===== src/imu_rfp_pkg.sv =====
// Types, constants and section tables of the report field parser.
`timescale 1ns / 1ps

package imu_rfp_pkg;

  localparam logic [7:0] TYPE_BYTE    = 8'h11;
  localparam logic [6:0] COUNT_MAX    = 7'd127;
  localparam logic [3:0] NUM_SECTIONS = 4'd12;
  localparam logic [3:0] EULER_SEC    = 4'd6;

  localparam logic [4:0] FID_TIMESTAMP = 5'd0;
  localparam logic [4:0] FID_TEMP      = 5'd13;
  localparam logic [4:0] FID_PRESSURE  = 5'd14;
  localparam logic [4:0] FID_HEIGHT    = 5'd15;
  localparam logic [4:0] FID_EULER_COR = 5'd23;
  localparam logic [4:0] FID_VOLTAGE   = 5'd29;

  typedef enum logic [1:0] {
    KIND_VEC  = 2'd0,
    KIND_ENV  = 2'd1,
    KIND_SKIP = 2'd2,
    KIND_VOLT = 2'd3
  } sec_kind_t;

  // One queued unit of work: a single field, or the third Euler angle
  // followed by its three corrected angles.
  typedef struct packed {
    logic [4:0]         field_id;
    logic signed [32:0] value;
    logic               euler;
    logic [2:0][16:0]   corr;
  } job_t;

  typedef struct packed {
    logic valid;
    job_t job;
  } push_t;

  function automatic logic [3:0] sec_len(input logic [3:0] s);
    logic [3:0] r;
    case (s)
      4'd4, 4'd5: r = 4'd8;
      4'd8:       r = 4'd5;
      4'd10:      r = 4'd2;
      4'd11:      r = 4'd1;
      default:    r = 4'd6;
    endcase
    return r;
  endfunction

  function automatic logic [4:0] sec_base(input logic [3:0] s);
    logic [4:0] r;
    case (s)
      4'd0:    r = 5'd1;
      4'd1:    r = 5'd4;
      4'd2:    r = 5'd7;
      4'd3:    r = 5'd10;
      4'd4:    r = 5'd13;
      4'd5:    r = 5'd16;
      4'd6:    r = 5'd20;
      4'd7:    r = 5'd26;
      4'd10:   r = 5'd29;
      default: r = 5'd0;
    endcase
    return r;
  endfunction

  function automatic sec_kind_t sec_kind(input logic [3:0] s);
    sec_kind_t r;
    case (s)
      4'd4:              r = KIND_ENV;
      4'd8, 4'd9, 4'd11: r = KIND_SKIP;
      4'd10:             r = KIND_VOLT;
      default:           r = KIND_VEC;
    endcase
    return r;
  endfunction

  function automatic logic signed [32:0] sext16(input logic [15:0] x);
    return {{17{x[15]}}, x};
  endfunction

  function automatic logic signed [32:0] sext24(input logic [23:0] x);
    return {{9{x[23]}}, x};
  endfunction

endpackage


===== src/imu_rfp_front.sv =====
// Front end: accepts bytes, tracks packet and section state, queues field work.
`timescale 1ns / 1ps

module imu_rfp_front (
  input  logic                 clk,
  input  logic                 rst_n,
  input  logic                 cfg_valid,
  input  logic [7:0]           cfg_start_code,
  input  logic                 in_accept,
  input  logic                 in_func,
  input  logic [7:0]           in_rx_byte,
  input  logic                 in_end_of_packet,
  output imu_rfp_pkg::push_t   push
);
  import imu_rfp_pkg::*;

  logic [7:0]  start_code_r;
  logic [6:0]  byte_count_r, byte_count_nxt;
  logic        accepted_r, accepted_nxt;
  logic [15:0] tag_r, tag_nxt;
  logic [3:0]  sec_r, sec_nxt;
  logic [3:0]  bis_r, bis_nxt;
  logic [31:0] asm_r, asm_nxt;
  logic [2:0][15:0] last_euler_r, last_euler_nxt;
  logic [2:0][15:0] offset_r, offset_nxt;

  logic [3:0]  found;
  logic [3:0]  bis_inc;
  logic [1:0]  pos;
  logic [1:0]  vec_idx;
  logic [31:0] asm_new;

  function automatic logic [31:0] merge(input logic [31:0] a, input logic [7:0] b,
                                        input logic [1:0] p);
    return a | ({24'd0, b} << {p, 3'b000});
  endfunction

  function automatic logic [16:0] diff(input logic [15:0] a, input logic [15:0] o);
    return {a[15], a} - {o[15], o};
  endfunction

  // First enabled section at or after the current one; twelve means none left.
  always_comb begin
    found = NUM_SECTIONS;
    for (int i = 11; i >= 0; i--) begin
      if (tag_r[i] && (4'(i) >= sec_r)) begin
        found = 4'(i);
      end
    end
  end

  always_comb begin
    byte_count_nxt = byte_count_r;
    accepted_nxt   = accepted_r;
    tag_nxt        = tag_r;
    sec_nxt        = sec_r;
    bis_nxt        = bis_r;
    asm_nxt        = asm_r;
    last_euler_nxt = last_euler_r;
    offset_nxt     = offset_r;
    push           = '0;
    pos            = 2'd0;
    vec_idx        = bis_r[2:1];
    bis_inc        = bis_r + 4'd1;
    asm_new        = asm_r;

    if (in_accept && in_func) begin
      offset_nxt = last_euler_r;
    end else if (in_accept) begin
      if (byte_count_r == 7'd0) begin
        accepted_nxt = (in_rx_byte == start_code_r);
      end else if (byte_count_r == 7'd3) begin
        if (in_rx_byte != TYPE_BYTE) begin
          accepted_nxt = 1'b0;
        end
      end else if (accepted_r && byte_count_r >= 7'd4) begin
        if (byte_count_r == 7'd4) begin
          tag_nxt[7:0] = in_rx_byte;
          sec_nxt      = 4'd0;
          bis_nxt      = 4'd0;
          asm_nxt      = 32'd0;
        end else if (byte_count_r == 7'd5) begin
          tag_nxt[15:8] = in_rx_byte;
        end else if (byte_count_r <= 7'd9) begin
          pos     = 2'(byte_count_r - 7'd6);
          asm_new = merge(asm_r, in_rx_byte, pos);
          asm_nxt = asm_new;
          if (byte_count_r == 7'd9) begin
            push.valid          = 1'b1;
            push.job.field_id   = FID_TIMESTAMP;
            push.job.value      = {1'b0, asm_new};
            asm_nxt             = 32'd0;
          end
        end else begin
          sec_nxt = found;
          if (found < NUM_SECTIONS) begin
            case (sec_kind(found))
              KIND_VEC: begin
                pos     = {1'b0, bis_r[0]};
                asm_new = merge(asm_r, in_rx_byte, pos);
                asm_nxt = asm_new;
                if (bis_r[0]) begin
                  push.valid        = 1'b1;
                  push.job.field_id = sec_base(found) + {3'd0, vec_idx};
                  push.job.value    = sext16(asm_new[15:0]);
                  asm_nxt           = 32'd0;
                  if (found == EULER_SEC && vec_idx != 2'd3) begin
                    last_euler_nxt[vec_idx] = asm_new[15:0];
                    if (vec_idx == 2'd2) begin
                      push.job.euler   = 1'b1;
                      push.job.corr[0] = diff(last_euler_r[0], offset_r[0]);
                      push.job.corr[1] = diff(last_euler_r[1], offset_r[1]);
                      push.job.corr[2] = diff(asm_new[15:0], offset_r[2]);
                    end
                  end
                end
              end
              KIND_ENV: begin
                if (bis_r < 4'd2) begin
                  pos     = {1'b0, bis_r[0]};
                  asm_new = merge(asm_r, in_rx_byte, pos);
                  asm_nxt = asm_new;
                  if (bis_r == 4'd1) begin
                    push.valid        = 1'b1;
                    push.job.field_id = FID_TEMP;
                    push.job.value    = sext16(asm_new[15:0]);
                    asm_nxt           = 32'd0;
                  end
                end else begin
                  pos     = (bis_r < 4'd5) ? 2'(bis_r - 4'd2) : 2'(bis_r - 4'd5);
                  asm_new = merge(asm_r, in_rx_byte, pos);
                  asm_nxt = asm_new;
                  if (pos == 2'd2) begin
                    push.valid        = 1'b1;
                    push.job.field_id = (bis_r < 4'd5) ? FID_PRESSURE : FID_HEIGHT;
                    push.job.value    = sext24(asm_new[23:0]);
                    asm_nxt           = 32'd0;
                  end
                end
              end
              KIND_VOLT: begin
                pos     = {1'b0, bis_r[0]};
                asm_new = merge(asm_r, in_rx_byte, pos);
                asm_nxt = asm_new;
                if (bis_r == 4'd1) begin
                  push.valid        = 1'b1;
                  push.job.field_id = FID_VOLTAGE;
                  push.job.value    = {17'd0, asm_new[15:0]};
                  asm_nxt           = 32'd0;
                end
              end
              default: begin
              end
            endcase
            if (bis_inc >= sec_len(found)) begin
              sec_nxt = found + 4'd1;
              bis_nxt = 4'd0;
            end else begin
              bis_nxt = bis_inc;
            end
          end
        end
      end

      if (byte_count_r != COUNT_MAX) begin
        byte_count_nxt = byte_count_r + 7'd1;
      end
      if (in_end_of_packet) begin
        byte_count_nxt = 7'd0;
        accepted_nxt   = 1'b0;
        sec_nxt        = 4'd0;
        bis_nxt        = 4'd0;
        asm_nxt        = 32'd0;
      end
    end
  end

  always_ff @(posedge clk) begin
    if (!rst_n) begin
      start_code_r <= 8'd0;
      byte_count_r <= 7'd0;
      accepted_r   <= 1'b0;
      tag_r        <= 16'd0;
      sec_r        <= 4'd0;
      bis_r        <= 4'd0;
      asm_r        <= 32'd0;
      last_euler_r <= '0;
      offset_r     <= '0;
    end else begin
      if (cfg_valid) begin
        start_code_r <= cfg_start_code;
      end
      byte_count_r <= byte_count_nxt;
      accepted_r   <= accepted_nxt;
      tag_r        <= tag_nxt;
      sec_r        <= sec_nxt;
      bis_r        <= bis_nxt;
      asm_r        <= asm_nxt;
      last_euler_r <= last_euler_nxt;
      offset_r     <= offset_nxt;
    end
  end

endmodule


===== src/imu_rfp_queue.sv =====
// Two-entry queue of field work between the front and back ends.
`timescale 1ns / 1ps

module imu_rfp_queue (
  input  logic                clk,
  input  logic                rst_n,
  input  imu_rfp_pkg::push_t  push,
  input  logic                pop,
  output logic                full,
  output logic                head_valid,
  output imu_rfp_pkg::job_t   head
);
  import imu_rfp_pkg::*;

  job_t       mem_r [2];
  logic       wr_ptr_r, wr_ptr_nxt;
  logic       rd_ptr_r, rd_ptr_nxt;
  logic [1:0] count_r, count_nxt;
  logic       do_push, do_pop;

  assign full       = (count_r == 2'd2);
  assign head_valid = (count_r != 2'd0);
  assign head       = mem_r[rd_ptr_r];
  assign do_push    = push.valid && !full;
  assign do_pop     = pop && head_valid;

  always_comb begin
    wr_ptr_nxt = do_push ? ~wr_ptr_r : wr_ptr_r;
    rd_ptr_nxt = do_pop ? ~rd_ptr_r : rd_ptr_r;
    count_nxt  = count_r + {1'b0, do_push} - {1'b0, do_pop};
  end

  always_ff @(posedge clk) begin
    if (do_push) begin
      mem_r[wr_ptr_r] <= push.job;
    end
  end

  always_ff @(posedge clk) begin
    if (!rst_n) begin
      wr_ptr_r <= 1'b0;
      rd_ptr_r <= 1'b0;
      count_r  <= 2'd0;
    end else begin
      wr_ptr_r <= wr_ptr_nxt;
      rd_ptr_r <= rd_ptr_nxt;
      count_r  <= count_nxt;
    end
  end

endmodule


===== src/imu_rfp_back.sv =====
// Back end: expands queued work into result items through an output register.
`timescale 1ns / 1ps

module imu_rfp_back (
  input  logic                clk,
  input  logic                rst_n,
  input  logic                head_valid,
  input  imu_rfp_pkg::job_t   head,
  output logic                pop,
  output logic                out_valid,
  input  logic                out_stall,
  output logic [4:0]          out_field_id,
  output logic signed [32:0]  out_field_value,
  output logic                out_last_of_run
);
  import imu_rfp_pkg::*;

  logic               valid_r, valid_nxt;
  logic [1:0]         sub_r, sub_nxt;
  logic [4:0]         id_r, id_nxt;
  logic signed [32:0] value_r, value_nxt;
  logic               last_r, last_nxt;
  logic               load;
  logic [16:0]        corr_sel;

  assign load = head_valid && (!valid_r || !out_stall);

  always_comb begin
    case (sub_r)
      2'd1:    corr_sel = head.corr[0];
      2'd2:    corr_sel = head.corr[1];
      default: corr_sel = head.corr[2];
    endcase
  end

  always_comb begin
    valid_nxt = valid_r && out_stall;
    sub_nxt   = sub_r;
    id_nxt    = id_r;
    value_nxt = value_r;
    last_nxt  = last_r;
    pop       = 1'b0;
    if (load) begin
      valid_nxt = 1'b1;
      if (sub_r == 2'd0) begin
        id_nxt    = head.field_id;
        value_nxt = head.value;
        last_nxt  = !head.euler;
      end else begin
        // Corrected angles follow the third Euler angle in order.
        id_nxt    = FID_EULER_COR + {3'd0, sub_r - 2'd1};
        value_nxt = {{16{corr_sel[16]}}, corr_sel};
        last_nxt  = (sub_r == 2'd3);
      end
      if (last_nxt) begin
        pop     = 1'b1;
        sub_nxt = 2'd0;
      end else begin
        sub_nxt = sub_r + 2'd1;
      end
    end
  end

  always_ff @(posedge clk) begin
    id_r    <= id_nxt;
    value_r <= value_nxt;
    last_r  <= last_nxt;
  end

  always_ff @(posedge clk) begin
    if (!rst_n) begin
      valid_r <= 1'b0;
      sub_r   <= 2'd0;
    end else begin
      valid_r <= valid_nxt;
      sub_r   <= sub_nxt;
    end
  end

  assign out_valid       = valid_r;
  assign out_field_id    = id_r;
  assign out_field_value = value_r;
  assign out_last_of_run = last_r;

endmodule


===== src/imu_report_field_parser_core.sv =====
// A result is written into the work queue when its byte is accepted, then loaded into the output register.
// Throughput: one byte per cycle while the work queue has room; results leave one per
// cycle unless stalled, and a third Euler angle holds the output for its corrections.
// The input stalls only while the two-entry work queue between front and back is full.
// Synchronous active-low reset clears packet state, Euler angles, offsets and start code.
`timescale 1ns / 1ps

module imu_report_field_parser_core (
  input  logic               clk,
  input  logic               rst_n,
  input  logic               cfg_valid,
  output logic               cfg_ready,
  input  logic [7:0]         cfg_start_code,
  input  logic               in_valid,
  output logic               in_stall,
  input  logic               in_func,
  input  logic [7:0]         in_rx_byte,
  input  logic               in_end_of_packet,
  output logic               out_valid,
  input  logic               out_stall,
  output logic [4:0]         out_field_id,
  output logic signed [32:0] out_field_value,
  output logic               out_last_of_run
);
  import imu_rfp_pkg::*;

  push_t push;
  job_t  head;
  logic  head_valid;
  logic  pop;
  logic  full;
  logic  in_accept;

  assign cfg_ready = 1'b1;
  assign in_stall  = full;
  assign in_accept = in_valid && !full;

  imu_rfp_front u_front (
    .clk              (clk),
    .rst_n            (rst_n),
    .cfg_valid        (cfg_valid),
    .cfg_start_code   (cfg_start_code),
    .in_accept        (in_accept),
    .in_func          (in_func),
    .in_rx_byte       (in_rx_byte),
    .in_end_of_packet (in_end_of_packet),
    .push             (push)
  );

  imu_rfp_queue u_queue (
    .clk        (clk),
    .rst_n      (rst_n),
    .push       (push),
    .pop        (pop),
    .full       (full),
    .head_valid (head_valid),
    .head       (head)
  );

  imu_rfp_back u_back (
    .clk             (clk),
    .rst_n           (rst_n),
    .head_valid      (head_valid),
    .head            (head),
    .pop             (pop),
    .out_valid       (out_valid),
    .out_stall       (out_stall),
    .out_field_id    (out_field_id),
    .out_field_value (out_field_value),
    .out_last_of_run (out_last_of_run)
  );

endmodule


===== config.mk =====
export PLATFORM = sky130hd
export DESIGN_NAME = imu_report_field_parser_core
export DESIGN_NICKNAME = d
export VERILOG_FILES = /design/src/imu_rfp_pkg.sv /design/src/imu_rfp_front.sv /design/src/imu_rfp_queue.sv /design/src/imu_rfp_back.sv /design/src/imu_report_field_parser_core.sv
export SDC_FILE = /design/constraint.sdc
export NUM_CORES = 1
export LEC_CHECK = 0
export ABC_CLOCK_PERIOD_IN_PS = 10600
export BUFFER_PORTS_ARGS = -buffer_cell sky130_fd_sc_hd__buf_2
export CORE_MARGIN = 3
export CORE_UTILIZATION = 50
export DETAILED_ROUTE_END_ITERATION = 8
export HOLD_SLACK_MARGIN = 0.08
export PLACE_DENSITY = 0.73
export SETUP_SLACK_MARGIN = 0.05
export SYNTH_ARGS = -nofsm -noshare
export SYNTH_HDL_FRONTEND = slang
export SYNTH_SLANG_ARGS = --single-unit
export TNS_END_PERCENT = 20

===== constraint.sdc =====
create_clock -name clk -period 10.6 [get_ports clk]
set_clock_uncertainty 0.05 [all_clocks]
set_input_delay 2.12 -clock clk [delete_from_list [all_inputs] [get_ports clk]]
set_output_delay 2.12 -clock clk [all_outputs]
set_load 0.01 [all_outputs]

==> metrics <==
status complete, no violations; top layer in use met4; Worst path max stage delay 0.82 ns; Total GRT Usage 0.2328; Post-Syn Area 19530 sq um; Post-synth EDFFs 219; pin count of the biggest net entering global routing 98; RSZ-0062 raised after global routing no; final-report hold violation count 0; post_cts resized 0; first drt pass iteration count 5; Setup-failing EPs final 0; Die Ht 203.6 um; met3 wire length 4113 um; vias in the first global route 13560; slowest cell on the critical path buf_4; post-route setup TNS 0 ns; hold crit path type reg -> reg; clk slew on worst S/H paths 0.06 ns; Seq/Total Area, Yosys 0.5131; clock share of power 0.473; Min Hold Slack 0.3904 ns; Slew HR 0.2920; Critical Path RT 10.74 ns; # DRC 0; Yosys cell types 77; Final Instance Area 21720 sq um; met2 wire length 20990 um; CP Cell Sequence a21boi_0 -> a211o_1 -> o2bb2ai_1 -> o21ai_0 -> inv_1 -> ha_1 -> o2111a_1 -> a211oi_2 -> o31ai_1 -> a21oi_2 -> nor2b_4 -> buf_4; post-synthesis area per instance 10.19 sq um; io pins 65; CTS tree built; Post-CTS Setup Repair Bufs 0; Switching Fraction 0.2179; Placer Congestion 0.9570; Seq cells post-synth 391; DR iter-0 viols 1482; H-tree Lvls 2; top_reg_cell synth edfxtp_1; Initial Utilization 0.5124; PortBufs 63; layout cells sized above 1 0.1233; Leakage 7.813 nW; drt total wl 49040 um; Die Wd 203.6 um; antenna-violating nets left 0; Slew Viols, Final 0; Net count, final 2028; synth warn 0; first-pass GRT wire length 76360 um; Seq pwr share 0.477; sw power 0.0007375 W; Clock Sinks 391; number of inserted diodes 0; Max Cap Violations 0; Site Rows 71; Net Count, Synth 2014; Gate power share 0.051; Max Freq 171.8 MHz; antenna violations before repair 0; Clk Latency, worst-skew pair 0.58 ns; critical path arrival 5.97 ns; Synth-to-Final Area Change 11.24%; number of buffers created by CTS 42; final total power 0.003385 W; Crit Path Category reg -> reg; Startpoint Class register; slew at the pin closest to its max-slew limit 1.062 ns; Cell Int Power 0.002648 W; Power Density 155.8 nW/um^2; Tcrit/Tclk final 0.5491; full die area 41470 sq um; post-DR vias/cell 5.957; placed cell area 20200 sq um; wire per inst 19.82 um; M1 WL 22500 um; GRT Residual Overflow 0; CP Max Fanout 69; Critical Path End Type register; # hold bufs at CTS 0; Max Root-Sink Buffers 3; Clk Tree Root Cell clkbuf_16; via count 14740; Gate Count Post-Synth 1916; fin crit period 5.821 ns; fraction of registers with async set/reset 0; area of the core 38110 sq um; dpl hpwl 33240 um; Max IR drop VDD 92.07 uV
[area by class of cell]
cell class,instances,area [sq um]
clock inverter,22,354.1
sequential,391,10020
clock buffer,55,1170
timing repair buffer,85,480.5
multi-input combinational,1309,8673
fill,3205,16390
tap,511,639.4
inverter,101,382.9
[power by group through the flow]
stage	sequential, W	combinational (W)	clock (W)
after detailed placement	0.00165	0.000169	0
after floorplan	0.00164	0.000121	0
after CTS	0.00161	0.000170	0.00163
final	0.00161	0.000171	0.00160
after global placement	0.00165	0.000167	0
after global routing	0.00161	0.000187	0.00168
[flip-flops by register name (all words and copies together), names as in the netlist, named ones only]
signal / count
u_queue.wr_ptr_r: 1
u_front.sec_r: 4
u_back.sub_r: 2
u_front.start_code_r: 8
u_front.bis_r: 4
u_back.out_field_id: 5
u_queue.mem_r: 180
u_front.offset_r: 48
u_front.asm_r: 32
u_back.out_valid: 1
u_back.out_field_value: 33
u_queue.rd_ptr_r: 1
u_queue.count_r: 2
u_back.out_last_of_run: 1
u_front.byte_count_r: 7
u_front.tag_r: 12
u_front.last_euler_r: 48
u_front.accepted_r: 1
[cell usage in the layout (no fill, tap or decap), types with 21 or more instances in the layout]
cell and instances:
dfxtp_1 171, nand3_1 32, clkbuf_16 42, mux2_2 54, inv_1 99, a22o_1 38, a31oi_1 21, nand2_1 137
mux2i_1 61, o21ai_0 59, ha_1 70, nor2_1 206, a21o_1 28, buf_2 63, o22ai_1 24, xnor2_1 31
nor3_1 27, a21oi_1 181, edfxtp_1 219, buf_4 22, a211oi_1 83
[stage by stage]
step | instances | worst slack (ns) | util
3_5_place_dp | 2397 | 4.558 | 0.5300
5_1_grt | 2474 | 4.335 | 0.5700
6_report | 2474 | 4.779 | 0.5700
2_1_floorplan | 1916 | 2.874 | -
3_3_place_gp | 2397 | 4.627 | 0.5300
4_1_cts | 2474 | 4.843 | 0.5700
[worst paths after layout]
check        depth (start not counted)  slack [ns]                     start                   end
min                                  2        0.39  u_front.last_euler_r[32]  u_front.offset_r[32]
min reg2reg                          2        0.39  u_front.last_euler_r[32]  u_front.offset_r[32]
max                                 12        4.78          u_front.sec_r[1]  u_queue.mem_r[0][84]
max reg2reg                         12        4.78          u_front.sec_r[1]  u_queue.mem_r[0][84]
[critical path, delay by kind of cell, from the launching register on]
kind                       cells  cell delay [ns]
AOI/OAI and AO/OA              8             2.69
adders and majority gates      1             0.30
buffers and inverters          2             0.99
DFF                            1             0.63
and+or+nand+nor                1             0.68
[Yosys cell counts, drive strengths merged (19+ instances only)]
master,instances,share of area
inv,100,0.019
edfxtp,219,0.34
a22o,38,0.017
ha,71,0.045
xnor2,31,0.014
a21o,28,0.011
nand2b,19,0.0061
a31oi,21,0.0067
a21oi,182,0.047
mux2,54,0.031
o21ai,62,0.016
nand2,137,0.026
mux2i,61,0.031
and2,19,0.0061
nand3,34,0.0090
dfxtp,172,0.18
a211oi,87,0.034
o22ai,24,0.0077
nor3,27,0.0069
clkbuf,80,0.015
nor2,207,0.040
buf,35,0.0098
[routing by layer]
layer | global-route usage | vias up
met1 | 0.3459 | 7043
met2 | 0.3462 | 562
li1 | - | 7042
met4 | 0.07448 | 0
met5 | 0 | -
met3 | 0.04230 | 91
[logic make-up (layout without fill, tap and decap cells)]
kind of cell | after synthesis | count (layout) | share of synthesized area
fa+ha+maj | 75 | 75 | 0.04959
xor+xnor | 48 | 48 | 0.02153
other cells | 1 | 1 | 0.0001920
mux | 115 | 115 | 0.06240
buf+inv | 216 | 263 | 0.04466
flops | 391 | 391 | 0.5131
simple gates | 514 | 514 | 0.1201
compound gates | 556 | 556 | 0.1884
(Power assumes the default switching activity.)
